### config.mk
export PLATFORM = sky130hd
export DESIGN_NAME = spi_sram_burst_sequencer
export DESIGN_NICKNAME = d
export VERILOG_FILES = /design/src/rtl/core/ssbs_pkg.sv /design/src/rtl/core/spi_sram_burst_sequencer.sv
export SDC_FILE = /design/constraint.sdc
export NUM_CORES = 1
export LEC_CHECK = 0
export BUFFER_PORTS_ARGS = -buffer_cell sky130_fd_sc_hd__buf_2
export CAP_MARGIN = 5
export CORE_ASPECT_RATIO = 0.7
export CORE_UTILIZATION = 61
export CTS_BUF_LIST = sky130_fd_sc_hd__clkbuf_8
export CTS_CLUSTER_DIAMETER = 120
export DETAILED_ROUTE_END_ITERATION = 10
export PLACE_DENSITY = 0.93
export SYNTH_ARGS = -nofsm -noshare
export SYNTH_HDL_FRONTEND = slang
export SYNTH_SLANG_ARGS = --single-unit
### constraint.sdc
create_clock -name clk -period 7.8 [get_ports clk]
set_input_delay 1.56 -clock clk [delete_from_list [all_inputs] [get_ports clk]]
set_output_delay 1.56 -clock clk [all_outputs]
set_load 0.01 [all_outputs]
### src/rtl/core/ssbs_pkg.sv
// Shared types and codes for the serial SRAM burst sequencer.
package ssbs_pkg;

  // Burst phase, one-hot.
  typedef enum logic [2:0] {
    PH_IDLE  = 3'b001,
    PH_WRITE = 3'b010,
    PH_READ  = 3'b100
  } phase_t;

  // Command codes.
  localparam logic [2:0] CMD_START_WR = 3'd0;
  localparam logic [2:0] CMD_START_RD = 3'd1;
  localparam logic [2:0] CMD_WR_WORD  = 3'd2;
  localparam logic [2:0] CMD_RD_WORD  = 3'd3;
  localparam logic [2:0] CMD_RX_BYTE  = 3'd4;
  localparam logic [2:0] CMD_END      = 3'd5;

  // Result kinds.
  localparam logic [2:0] KIND_XFER    = 3'd0;
  localparam logic [2:0] KIND_RD_WORD = 3'd1;
  localparam logic [2:0] KIND_RANGE   = 3'd2;
  localparam logic [2:0] KIND_SEQ     = 3'd3;
  localparam logic [2:0] KIND_RELEASE = 3'd4;

  // Chip selects.
  localparam logic [1:0] CHIP_NONE = 2'd0;
  localparam logic [1:0] CHIP_LO   = 2'd1;
  localparam logic [1:0] CHIP_HI   = 2'd2;

  // Serial memory bytes.
  localparam logic [7:0] INSTR_WRITE = 8'h02;
  localparam logic [7:0] INSTR_READ  = 8'h03;
  localparam logic [7:0] DUMMY_BYTE  = 8'h7E;

  // Config register indexes and resets.
  localparam logic REG_CHIP0_TOP = 1'b0;
  localparam logic REG_CHIP1_TOP = 1'b1;
  localparam logic [24:0] CHIP0_TOP_RST = 25'd131071;
  localparam logic [24:0] CHIP1_TOP_RST = 25'd262143;

  // Most results one command can cause.
  localparam int MAX_RES = 5;

endpackage

### src/rtl/core/spi_sram_burst_sequencer.sv
// Burst sequencer that frames byte transfers for two serial SRAMs.
//
// Usage:
//   Commands enter on the in_ channel (valid/ready). Each command is decoded
//   in one pass against the burst state and expands into zero to five result
//   words, which are held in a small batch register and handed one per cycle,
//   whenever the output register is empty or its word is taken, to the output
//   register that drives the out_ channel (valid/ready). out_last marks the
//   final word caused by a command. Each result word passes through the batch
//   register and then the output register. A read start causes five words, a
//   write start four, a write or read word two, and other commands one or none.
//   The next command is taken as the batch hands over its last word, so there
//   are no bubbles between commands while the receiver keeps out_ready high.
//   When the receiver stalls, the output word holds and the batch waits;
//   in_ready stays low until the batch can be refilled.
//   Config: APB-style port, chip0_top at byte address 0, chip1_top at 4.
//   Write it only while the block is idle.
//   Reset (rst_n low, synchronous) returns the burst phase to idle, drops
//   the chip select, clears pending read bytes and empties batch and output.
module spi_sram_burst_sequencer (
  input  logic        clk,
  input  logic        rst_n,
  // command channel
  input  logic        in_valid,
  output logic        in_ready,
  input  logic [2:0]  in_cmd,
  input  logic [23:0] in_word_addr,
  input  logic [15:0] in_wdata,
  input  logic [7:0]  in_rx_byte,
  // result channel
  output logic        out_valid,
  input  logic        out_ready,
  output logic [2:0]  out_kind,
  output logic [7:0]  out_tx_byte,
  output logic [1:0]  out_chip,
  output logic        out_clk_polarity,
  output logic        out_cpha,
  output logic [15:0] out_rdata,
  output logic        out_last,
  // config port
  input  logic        psel,
  input  logic        penable,
  input  logic        pwrite,
  input  logic [2:0]  paddr,
  input  logic [31:0] pwdata,
  output logic [31:0] prdata,
  output logic        pready
);

  // ---------------------------------------------------------------------
  // Config registers
  // ---------------------------------------------------------------------
  logic [24:0] chip0_top_r, chip0_top_nxt;
  logic [24:0] chip1_top_r, chip1_top_nxt;
  logic        cfg_wr;

  assign pready = 1'b1;
  assign cfg_wr = psel & penable & pwrite;

  always_comb begin
    chip0_top_nxt = chip0_top_r;
    chip1_top_nxt = chip1_top_r;
    if (cfg_wr) begin
      case (paddr[2])
        ssbs_pkg::REG_CHIP0_TOP: chip0_top_nxt = pwdata[24:0];
        ssbs_pkg::REG_CHIP1_TOP: chip1_top_nxt = pwdata[24:0];
        default: ;
      endcase
    end
  end

  always_comb begin
    case (paddr[2])
      ssbs_pkg::REG_CHIP0_TOP: prdata = {7'd0, chip0_top_r};
      ssbs_pkg::REG_CHIP1_TOP: prdata = {7'd0, chip1_top_r};
      default:                 prdata = 32'd0;
    endcase
  end

  // ---------------------------------------------------------------------
  // Burst state
  // ---------------------------------------------------------------------
  ssbs_pkg::phase_t phase_r, phase_nxt;
  logic [1:0]       act_chip_r, act_chip_nxt;
  logic [7:0]       held_lo_r, held_lo_nxt;
  logic [1:0]       await_r, await_nxt;

  // ---------------------------------------------------------------------
  // Batch register: results of the last accepted command, not yet handed on
  // ---------------------------------------------------------------------
  logic [2:0]  b_rem_r, b_rem_nxt;
  logic [7:0]  b_tx_r [ssbs_pkg::MAX_RES];
  logic [7:0]  b_tx_nxt [ssbs_pkg::MAX_RES];
  logic [2:0]  b_kind_r, b_kind_nxt;
  logic [1:0]  b_chip_r, b_chip_nxt;
  logic        b_pol_r, b_pol_nxt;
  logic        b_pha_r, b_pha_nxt;
  logic [15:0] b_rdata_r, b_rdata_nxt;

  // Output register
  logic        o_valid_r, o_valid_nxt;
  logic [2:0]  o_kind_r, o_kind_nxt;
  logic [7:0]  o_tx_r, o_tx_nxt;
  logic [1:0]  o_chip_r, o_chip_nxt;
  logic        o_pol_r, o_pol_nxt;
  logic        o_pha_r, o_pha_nxt;
  logic [15:0] o_rdata_r, o_rdata_nxt;
  logic        o_last_r, o_last_nxt;

  logic move;    // batch head goes to the output register
  logic accept;

  assign move     = (b_rem_r != 3'd0) & (~o_valid_r | out_ready);
  assign in_ready = (b_rem_r == 3'd0) | ((b_rem_r == 3'd1) & move);
  assign accept   = in_valid & in_ready;

  // ---------------------------------------------------------------------
  // Decode pass: one command -> result batch and next burst state
  // ---------------------------------------------------------------------
  logic [24:0] dbl_addr;
  logic        in_rd;
  logic [2:0]  p_cnt;
  logic [7:0]  p_tx [ssbs_pkg::MAX_RES];
  logic [2:0]  p_kind;
  logic [1:0]  p_chip;
  logic        p_pol, p_pha;
  logic [15:0] p_rdata;
  ssbs_pkg::phase_t p_phase;
  logic [1:0]  p_act;
  logic [7:0]  p_held;
  logic [1:0]  p_await;
  logic [1:0]  sel_chip;
  logic        in_range;

  assign dbl_addr = {in_word_addr, 1'b0};
  assign in_rd    = (phase_r == ssbs_pkg::PH_READ);

  always_comb begin
    // chip pick against the two bounds
    sel_chip = ssbs_pkg::CHIP_NONE;
    in_range = 1'b1;
    if (dbl_addr <= chip0_top_r) begin
      sel_chip = ssbs_pkg::CHIP_LO;
    end else if (dbl_addr <= chip1_top_r) begin
      sel_chip = ssbs_pkg::CHIP_HI;
    end else begin
      in_range = 1'b0;
    end
  end

  always_comb begin
    // default: one sequence error with current select and mode
    p_cnt   = 3'd1;
    for (int i = 0; i < ssbs_pkg::MAX_RES; i++) begin
      p_tx[i] = 8'd0;
    end
    p_kind  = ssbs_pkg::KIND_SEQ;
    p_chip  = act_chip_r;
    p_pol   = ~in_rd;
    p_pha   = in_rd;
    p_rdata = 16'd0;
    p_phase = phase_r;
    p_act   = act_chip_r;
    p_held  = held_lo_r;
    p_await = await_r;

    case (in_cmd)
      ssbs_pkg::CMD_START_WR, ssbs_pkg::CMD_START_RD: begin
        if (phase_r != ssbs_pkg::PH_IDLE) begin
          p_kind = ssbs_pkg::KIND_SEQ;
        end else if (!in_range) begin
          p_kind = ssbs_pkg::KIND_RANGE;
        end else begin
          p_kind  = ssbs_pkg::KIND_XFER;
          p_chip  = sel_chip;
          p_pol   = 1'b1;
          p_pha   = 1'b0;
          p_act   = sel_chip;
          p_tx[1] = dbl_addr[23:16];
          p_tx[2] = dbl_addr[15:8];
          p_tx[3] = dbl_addr[7:0];
          if (in_cmd == ssbs_pkg::CMD_START_RD) begin
            p_cnt   = 3'd5;
            p_tx[0] = ssbs_pkg::INSTR_READ;
            p_tx[4] = ssbs_pkg::DUMMY_BYTE;
            p_phase = ssbs_pkg::PH_READ;
            p_await = 2'd0;
          end else begin
            p_cnt   = 3'd4;
            p_tx[0] = ssbs_pkg::INSTR_WRITE;
            p_phase = ssbs_pkg::PH_WRITE;
          end
        end
      end
      ssbs_pkg::CMD_WR_WORD: begin
        if (phase_r == ssbs_pkg::PH_WRITE) begin
          p_cnt   = 3'd2;
          p_kind  = ssbs_pkg::KIND_XFER;
          p_tx[0] = in_wdata[7:0];   // low byte first
          p_tx[1] = in_wdata[15:8];
        end
      end
      ssbs_pkg::CMD_RD_WORD: begin
        if (in_rd && (await_r == 2'd0)) begin
          p_cnt   = 3'd2;
          p_kind  = ssbs_pkg::KIND_XFER;
          p_tx[0] = ssbs_pkg::DUMMY_BYTE;
          p_tx[1] = ssbs_pkg::DUMMY_BYTE;
          p_await = 2'd2;
        end
      end
      ssbs_pkg::CMD_RX_BYTE: begin
        if (in_rd && (await_r == 2'd2)) begin
          p_cnt   = 3'd0;              // first byte held, no result
          p_held  = in_rx_byte;
          p_await = 2'd1;
        end else if (in_rd && (await_r != 2'd0)) begin
          p_kind  = ssbs_pkg::KIND_RD_WORD;
          p_rdata = {in_rx_byte, held_lo_r};
          p_await = 2'd0;
        end
      end
      ssbs_pkg::CMD_END: begin
        if (phase_r != ssbs_pkg::PH_IDLE) begin
          p_kind  = ssbs_pkg::KIND_RELEASE;
          p_chip  = ssbs_pkg::CHIP_NONE;
          p_pol   = 1'b1;
          p_pha   = 1'b0;
          p_phase = ssbs_pkg::PH_IDLE;
          p_act   = ssbs_pkg::CHIP_NONE;
          p_await = 2'd0;
        end
      end
      default: ;  // unused codes: sequence error
    endcase
  end

  // ---------------------------------------------------------------------
  // Next-state: burst state, batch, output register
  // ---------------------------------------------------------------------
  always_comb begin
    phase_nxt    = phase_r;
    act_chip_nxt = act_chip_r;
    held_lo_nxt  = held_lo_r;
    await_nxt    = await_r;
    b_rem_nxt    = b_rem_r;
    b_kind_nxt   = b_kind_r;
    b_chip_nxt   = b_chip_r;
    b_pol_nxt    = b_pol_r;
    b_pha_nxt    = b_pha_r;
    b_rdata_nxt  = b_rdata_r;
    for (int i = 0; i < ssbs_pkg::MAX_RES; i++) begin
      b_tx_nxt[i] = b_tx_r[i];
    end

    if (move) begin
      // shift the byte queue toward the head
      b_rem_nxt = b_rem_r - 3'd1;
      for (int i = 0; i < ssbs_pkg::MAX_RES - 1; i++) begin
        b_tx_nxt[i] = b_tx_r[i + 1];
      end
    end

    if (accept) begin
      phase_nxt    = p_phase;
      act_chip_nxt = p_act;
      held_lo_nxt  = p_held;
      await_nxt    = p_await;
      b_rem_nxt    = p_cnt;
      b_kind_nxt   = p_kind;
      b_chip_nxt   = p_chip;
      b_pol_nxt    = p_pol;
      b_pha_nxt    = p_pha;
      b_rdata_nxt  = p_rdata;
      for (int i = 0; i < ssbs_pkg::MAX_RES; i++) begin
        b_tx_nxt[i] = p_tx[i];
      end
    end
  end

  always_comb begin
    o_kind_nxt  = o_kind_r;
    o_tx_nxt    = o_tx_r;
    o_chip_nxt  = o_chip_r;
    o_pol_nxt   = o_pol_r;
    o_pha_nxt   = o_pha_r;
    o_rdata_nxt = o_rdata_r;
    o_last_nxt  = o_last_r;
    o_valid_nxt = o_valid_r & ~out_ready;
    if (move) begin
      o_valid_nxt = 1'b1;
      o_kind_nxt  = b_kind_r;
      o_tx_nxt    = b_tx_r[0];
      o_chip_nxt  = b_chip_r;
      o_pol_nxt   = b_pol_r;
      o_pha_nxt   = b_pha_r;
      o_rdata_nxt = b_rdata_r;
      o_last_nxt  = (b_rem_r == 3'd1);
    end
  end

  always_ff @(posedge clk) begin
    if (!rst_n) begin
      chip0_top_r <= ssbs_pkg::CHIP0_TOP_RST;
      chip1_top_r <= ssbs_pkg::CHIP1_TOP_RST;
      phase_r     <= ssbs_pkg::PH_IDLE;
      act_chip_r  <= ssbs_pkg::CHIP_NONE;
      await_r     <= 2'd0;
      b_rem_r     <= 3'd0;
      o_valid_r   <= 1'b0;
    end else begin
      chip0_top_r <= chip0_top_nxt;
      chip1_top_r <= chip1_top_nxt;
      phase_r     <= phase_nxt;
      act_chip_r  <= act_chip_nxt;
      await_r     <= await_nxt;
      b_rem_r     <= b_rem_nxt;
      o_valid_r   <= o_valid_nxt;
    end
  end

  // payload, no reset
  always_ff @(posedge clk) begin
    held_lo_r <= held_lo_nxt;
    b_kind_r  <= b_kind_nxt;
    b_chip_r  <= b_chip_nxt;
    b_pol_r   <= b_pol_nxt;
    b_pha_r   <= b_pha_nxt;
    b_rdata_r <= b_rdata_nxt;
    for (int i = 0; i < ssbs_pkg::MAX_RES; i++) begin
      b_tx_r[i] <= b_tx_nxt[i];
    end
    o_kind_r  <= o_kind_nxt;
    o_tx_r    <= o_tx_nxt;
    o_chip_r  <= o_chip_nxt;
    o_pol_r   <= o_pol_nxt;
    o_pha_r   <= o_pha_nxt;
    o_rdata_r <= o_rdata_nxt;
    o_last_r  <= o_last_nxt;
  end

  assign out_valid        = o_valid_r;
  assign out_kind         = o_kind_r;
  assign out_tx_byte      = o_tx_r;
  assign out_chip         = o_chip_r;
  assign out_clk_polarity = o_pol_r;
  assign out_cpha         = o_pha_r;
  assign out_rdata        = o_rdata_r;
  assign out_last         = o_last_r;

  // ---------------------------------------------------------------------
  // Assertions
  // ---------------------------------------------------------------------
  // idle means no chip selected
  a_idle_no_chip: assert property (@(posedge clk) disable iff (!rst_n)
    (phase_r == ssbs_pkg::PH_IDLE) |-> (act_chip_r == ssbs_pkg::CHIP_NONE))
    else $error("chip selected while idle");

  // pending read bytes only inside a read burst
  a_await_in_read: assert property (@(posedge clk) disable iff (!rst_n)
    (await_r != 2'd0) |-> (phase_r == ssbs_pkg::PH_READ))
    else $error("bytes awaited outside read burst");

  // batch never holds more than a read start produces
  a_batch_bound: assert property (@(posedge clk) disable iff (!rst_n)
    b_rem_r <= 3'd5)
    else $error("batch overflow");

  // a new command only lands once the batch is empty or hands over its last word
  a_accept_drained: assert property (@(posedge clk) disable iff (!rst_n)
    accept |-> ((b_rem_r == 3'd0) || ((b_rem_r == 3'd1) && move)))
    else $error("command accepted over pending results");

  // a handed-over word that is not the last is followed by more batch
  a_last_tail: assert property (@(posedge clk) disable iff (!rst_n)
    (move && (b_rem_r != 3'd1)) |=> (b_rem_r != 3'd0))
    else $error("batch drained before last word");

endmodule
==> impl_metrics.py, run 1 <==
metrics = {
    "status": {
        "status": "completed",
    },
    "routing": {
        "dr_wl_met2_um": 8273,
        "wl_per_cell_um": 17.17,
        "routed_wl_um": 18370,
        "drt-met1-wl_um": 7512,
        "first_iter_violations": 694,
        "drc": 0,
        "dr.max_layer_used": "met4",
        "antenna_left": 0,
        "vias": 6305,
        "viasPerCell": 5.893,
        "dr_wl_met3_um": 2265,
        "dr.pass1.iters": 6,
    },
    "global_route": {
        "overflow": 0,
        "grt_pass1_wl_um": 28670,
        "grt_pass1_vias": 5731,
        "gr-usage-all-layers": 0.2967,
        "grt_max_degree": 61,
        "grt_antenna_before_repair": 0,
    },
    "die": {
        "fp.coreArea_sq_mm": 0.01189,
        "initial_core_util": 0.6377,
        "dieArea_sq_mm": 0.01289,
        "ios": 160,
        "die_h_um": 95.29,
        "die_w_um": 135.3,
        "num_rows": 33,
    },
    "run": {
        "cap_violations": 0,
    },
    "power_and_ir_drop": {
        "net-switching-power_mw": 0.8729,
        "cell_internal_pwr_mw": 1.768,
        "power_frac_comb": 0.255,
        "ir_drop_mv": 0.2225,
        "total_power_mw": 2.640,
        "power_frac_clock": 0.259,
        "p_sw_frac": 0.3306,
        "power_frac_seq": 0.486,
        "leakagePower_nw": 3.842,
        "power.density_mw_per_mm2": 299.5,
    },
    "placed_design": {
        "place_ws_ns": 3.512,
        "port_buffers": 142,
        "dp.cells": 1037,
        "placed_area_sq_mm": 0.008354,
        "place_congestion": 0.8586,
        "post-dp-hpwl_um": 12890,
    },
    "synth": {
        "synth-seq-cells": 156,
        "synth.area.top_cells": "edfxtp_1, dfxtp_1, ha_1",
        "ys.flop_type": "edfxtp_1",
        "synth_area_per_cell_sq_um": 9.836,
        "synth_cell_types": 55,
        "synth_top_area_share": 0.3762,
        "ys_seq_area_frac": 0.5372,
        "async_flop_share": 0,
        "synthesis.area_sq_mm": 0.007584,
        "yosys_warnings": 0,
        "yosys.area.top_type": "edfxtp_1",
        "yosysMostFrequentCell": "nand2_1",
        "syn_inst": 771,
        "yosys-top-cells-count": "nand2_1, edfxtp_1, a21oi_1, dfxtp_1, inv_1",
        "synth_edf_count": 95,
    },
    "timing": {
        "finalCritPeriodShare": 0.5520,
        "hold_viol_final": 0,
        "layout_setup_ws_ns": 3.494,
        "tightest_slew_ns": 0.9059,
        "tns_ns": 0,
        "final_max_slew_viol_count": 0,
        "setup_violations": 0,
        "finalCriticalPeriod_ns": 4.306,
        "slew_headroom": 0.3961,
        "grt_setup_unrepaired": "false",
        "clock_skew_ns": 0.01906,
        "holdWs_ns": 0.4201,
        "max_freq_mhz": 232.3,
    },
    "critical_path": {
        "r2r.worst_path.cells": 10,
        "path_buf_inv": 2,
        "critPathSlowestCell": "buf_2",
        "worstSetupEndpointType": "primary output",
        "crit_arrival_ns": 2.75,
        "crit_top_cell": "buf_2",
        "timing_worst_setup_path_type": "in2out",
        "cp_max_fo": 52,
        "critical_path_depth": 3,
        "cp_top_family": "buffers and inverters",
        "max_stage_delay_ns": 0.63,
        "cp_cell_sequence": "buf_2 -> mux2_2 -> buf_2",
        "startpoint_type": "input port",
        "required_ns": 6.24,
    },
    "clock_network": {
        "cts_tree": "built",
        "insertion_delay_ns": 0.46,
        "cts-buffers-inserted": 17,
        "cts_setup_buffers": 0,
        "cts_hold_buf": 0,
        "h-tree-depth": 4,
        "clk_path_buf_depth": 2,
        "clkSinkCount": 156,
        "cts-resized-gates": 0,
        "clk_pin_slew_ns": 0.10,
        "root_buffer": "clkbuf_8",
    },
    "final_layout": {
        "seqCellArea_sq_mm": 0.004074,
        "layout-drive-gt1-share": 0.2171,
        "utilization": 0.7413,
        "area_growth_syn_to_layout_pct": 16.23,
        "nets": 1043,
        "multiInputGateArea_sq_mm": 0.003107,
        "fill_cells": 773,
        "design_area_sq_mm": 0.008815,
        "stdcell_count": 1070,
    },
    "min_path": {
        "worstHoldPathCells": 0,
        "hp-class": "reg2reg",
    },
}
## state kept, by name, summed over array words and instances (netlist names), 3 cells and up
register     count
b_tx_r          32
phase_r          3
b_rdata_r       16
out_kind         3
chip0_top_r     25
held_lo_r        8
out_rdata       16
b_rem_r          3
chip1_top_r     25
b_kind_r         3
out_tx_byte      8
## power groups by stage
stage               Combinational, mW  Clock, mW  Sequential (mW)
floorplan                       0.368          0             1.34
global placement                0.629          0             1.28
detailed placement              0.657          0             1.29
CTS                             0.666      0.686             1.28
global route                    0.737      0.721             1.30
finish                          0.674      0.685             1.28
## logic make-up after synthesis
logic type	share of synthesized area
other	0.0009903
AOI/OAI and AO/OA	0.1647
xor gates and xnor gates	0.003465
adders and majority gates	0.08414
DFF	0.5372
muxes	0.005610
and+or+nand+nor	0.1457
buffers and inverters	0.05824
## routing by layer
layer,vias up,GRT usage
met1,2915,0.4003
met5,-,0
met4,0,0.09176
met3,37,0.08772
li1,2970,-
met2,383,0.4628
## area by class of cell
type | instances | share of cell area
inverter | 61 | 0.02598
sequential | 156 | 0.4622
clock buffer | 17 | 0.02654
timing repair buffer | 147 | 0.08488
multi-input combinational | 516 | 0.3524
antenna | 1 | 0.0002839
tap | 157 | 0.02229
clock inverter | 15 | 0.02541
## worst paths after layout
| kind | startpoint | endpoint | slack, ns |
|---|---|---|---|
| worst min-delay path | b_chip_r[0] | out_chip[0] | 0.42 |
| worst max-delay path | paddr[2] | prdata[0] | 3.49 |
| worst max register to register | b_rem_r[0] | b_tx_r[0][30] | 4.66 |
| worst min register to register | b_chip_r[0] | out_chip[0] | 0.42 |
## worst reg2reg max path: cells and delay by family (launching register included)
family	cells	cell delay [ns]
AOI/OAI and AO/OA	3	0.91
adders and majority gates	1	0.27
buffers and inverters	3	0.78
and+or+nand+nor	3	0.70
DFF	1	0.33
## cells in the final DEF, fill, tap and decap left out, types with 27 or more instances in the layout
master,instances
ha_1,51
o21ai_0,47
a21oi_1,77
inv_1,59
nor2_1,27
edfxtp_1,95
dfxtp_1,61
buf_2,142
o211ai_1,41
nand2_1,139
Power figures use the tool's default switching activity.
==> run 2, diff against run 1 <==
- ABC_AREA: not set -> 1
- CORE_UTILIZATION: 61 -> 51
- PLACE_DENSITY: 0.93 -> 0.83
- clock period: 7.8 -> 3.7 ns (I/O delays scaled with it)
==> impl_metrics.py, run 2 <==
metrics = {
    "die": {
        "die_h_um": 104.3,
        "initial_core_util": 0.5360,
        "dieArea_sq_mm": 0.01546,
        "fp.coreArea_sq_mm": 0.01423,
        "ios": 160,
        "die_w_um": 148.2,
        "num_rows": 36,
    },
    "synth": {
        "ys_seq_area_frac": 0.5340,
        "synth-seq-cells": 156,
        "synth_edf_count": 95,
        "synth_top_area_share": 0.3740,
        "yosys.area.top_type": "edfxtp_1",
        "ys.flop_type": "edfxtp_1",
        "syn_inst": 871,
        "synth_area_per_cell_sq_um": 8.758,
        "yosys-top-cells-count": "nand2_1, inv_1, edfxtp_1, o21ai_0, a21oi_1",
        "synthesis.area_sq_mm": 0.007629,
        "async_flop_share": 0,
        "synth.area.top_cells": "edfxtp_1, dfxtp_1, nand2_1",
        "yosysMostFrequentCell": "nand2_1",
        "synth_cell_types": 32,
        "yosys_warnings": 0,
    },
    "critical_path": {
        "startpoint_type": "input port",
        "crit_arrival_ns": 3.02,
        "timing.rr.start": "chip1_top_r[24]",
        "required_ns": 4.02,
        "reg2reg_slack_ns": 1.02,
        "r2r-end": "b_tx_r[0][14]",
        "r2r.worst_path.cells": 14,
        "timing_worst_setup_path_type": "in2reg",
        "worstSetupEndpointType": "flip-flop",
        "cp_max_fo": 24,
    },
    "global_route": {
        "grt_max_degree": 55,
        "overflow": 0,
        "grtUsageMet2": 0.3659,
        "grt_antenna_before_repair": 1,
        "met1_usage": 0.3272,
        "grt_pass1_vias": 5780,
        "grt.busiest_layer": "met2",
        "grtUsageMet3": 0.04254,
        "gr-usage-all-layers": 0.2329,
        "grt_pass1_wl_um": 27990,
    },
    "power_and_ir_drop": {
        "cell_internal_pwr_mw": 3.446,
        "ir_drop_mv": 0.2686,
        "power.density_mw_per_mm2": 590.4,
        "power_frac_clock": 0.247,
        "leakagePower_nw": 4.343,
        "net-switching-power_mw": 1.804,
        "total_power_mw": 5.250,
        "p_sw_frac": 0.3437,
        "power_frac_comb": 0.247,
        "power_frac_seq": 0.506,
    },
    "clock_network": {
        "cts_tree": "built",
        "clk_path_buf_depth": 2,
        "cts-buffers-inserted": 17,
        "cts_hold_buf": 0,
        "cts_setup_buffers": 0,
        "h-tree-depth": 4,
        "insertion_delay_ns": 0.45,
        "clk_pin_slew_ns": 0.09,
        "clkSinkCount": 156,
        "root_buffer": "clkbuf_8",
        "cts-resized-gates": 0,
    },
    "placed_design": {
        "post-dp-hpwl_um": 12920,
        "port_buffers": 142,
        "place_congestion": 0.8622,
    },
    "routing": {
        "first_iter_violations": 503,
        "antenna_left": 0,
        "vias": 6213,
        "wl_per_cell_um": 14.22,
        "viasPerCell": 5.130,
        "routed_wl_um": 17220,
        "drc": 0,
        "dr.pass1.iters": 5,
    },
    "timing": {
        "hold_viol_final": 0,
        "setup_violations": 0,
        "max_freq_mhz": 370.0,
        "slew_headroom": 0.4294,
        "finalCritPeriodShare": 0.7305,
        "finalCriticalPeriod_ns": 2.703,
        "tns_ns": 0,
        "clock_skew_ns": 0.02392,
        "final_max_slew_viol_count": 0,
        "grt_setup_unrepaired": "false",
        "tightest_slew_ns": 0.8558,
    },
    "status": {
        "status": "completed",
    },
    "final_layout": {
        "area_growth_syn_to_layout_pct": 16.57,
        "layout-drive-gt1-share": 0.1912,
        "largest-register": "b_tx_r",
        "final_cell_mix": "nand2_1, buf_2, inv_1, o21ai_0, edfxtp_1",
        "nets": 1151,
        "final_common_cell": "nand2_1",
        "largest_reg_flops": 32,
        "reg_top3": "b_tx_r (32), chip0_top_r (25), chip1_top_r (25)",
    },
    "run": {
        "cap_violations": 0,
    },
    "min_path": {
        "worstHoldPathCells": 0,
        "min_from": "b_kind_r[2]",
        "hold_end": "out_kind[2]",
        "hp-class": "reg2reg",
    },
}
run 2: cell count changes in the layout (fill, tap and decap cells not counted), sizes merged, moves of 8 or more:
cell | previous run | this run
nor2 | 30 | 64
a21oi | 78 | 86
a21o | 11 | 3
inv | 67 | 126
nand2 | 140 | 203
o211ai | 41 | 1
and2 | 20 | 1
o21ai | 49 | 95
nand3 | 12 | 29
run 2: power by group through the flow:
stage / logic (mW) / clock network, mW / registers (mW)
floorplan: 0.719 / 0 / 2.77
global placement: 1.24 / 0 / 2.67
detailed placement: 1.29 / 0 / 2.71
CTS: 1.29 / 1.32 / 2.67
global route: 1.45 / 1.39 / 2.70
finish: 1.29 / 1.30 / 2.66
run 2: logic make-up (layout without fill, tap and decap cells):
kind of cell	after synthesis	after routing	synth area share
flip-flops	156	156	0.5340
other	2	9	0.0009845
buffers and inverters	160	303	0.08496
adder cells (fa/ha/maj)	51	51	0.08365
AND/OR/NAND/NOR	312	312	0.1666
AO/OA/AOI/OAI	189	189	0.1286
XOR/XNOR	1	1	0.001148
run 2: cell type report:
class / count / area (sq um)
Antenna cell: 1 / 2.502
Sequential cell: 156 / 4074
Tap cell: 190 / 237.7
Fill cell: 1219 / 5341
Clock inverter: 15 / 187.7
Inverter: 121 / 454.2
Timing Repair Buffer: 150 / 770.7
Multi-Input combinational cell: 561 / 2932
Clock buffer: 17 / 234.0
run 2: worst max-delay path by stage:
stage	end	depth (start not counted)	startpoint	slack (ns)
after floorplan	b_rem_r[1]	8	out_ready	1.26
after global placement	b_tx_r[0][0]	14	in_word_addr[21]	0.65
after detailed placement	b_tx_r[0][14]	14	in_word_addr[22]	0.56
after CTS	b_tx_r[0][14]	14	chip1_top_r[24]	1.04
after global routing	b_tx_r[0][0]	14	chip1_top_r[24]	0.73
final	b_tx_r[0][14]	14	in_word_addr[22]	1.0
run 2: per-layer routing:
layer	share of wire	wire, um
met1	0.47	8092
met2	0.45	7697
met3	0.069	1184
met4	0.014	243
met5	0	0
run 2: critical path, stage by stage:
cell and delay (ns):
buf_2 0.14, ha_1 0.28, nand2_1 0.06, nor2_1 0.22, nand2_1 0.11, nor3_2 0.14
nand4_1 0.12, nand2_1 0.13, nand2_2 0.10, a21oi_4 0.52, nand2_1 0.20, nand2_1 0.10
nand2_1 0.06, nand2_1 0.09
run 2: through the flow:
stage	setup slack, ns	std cells	instance area [sq um]	utilization	hold WS, ns
after global routing	0.7253	1211	8892	0.6247	0.4164
after floorplan	1.256	877	7651	-	0.4003
after detailed placement	0.5626	1178	8468	0.5949	0.4045
after global placement	0.6480	1178	8468	0.5949	0.4013
after CTS	1.040	1210	8890	0.6246	0.4192
final	0.9973	1211	8892	0.6247	0.4157
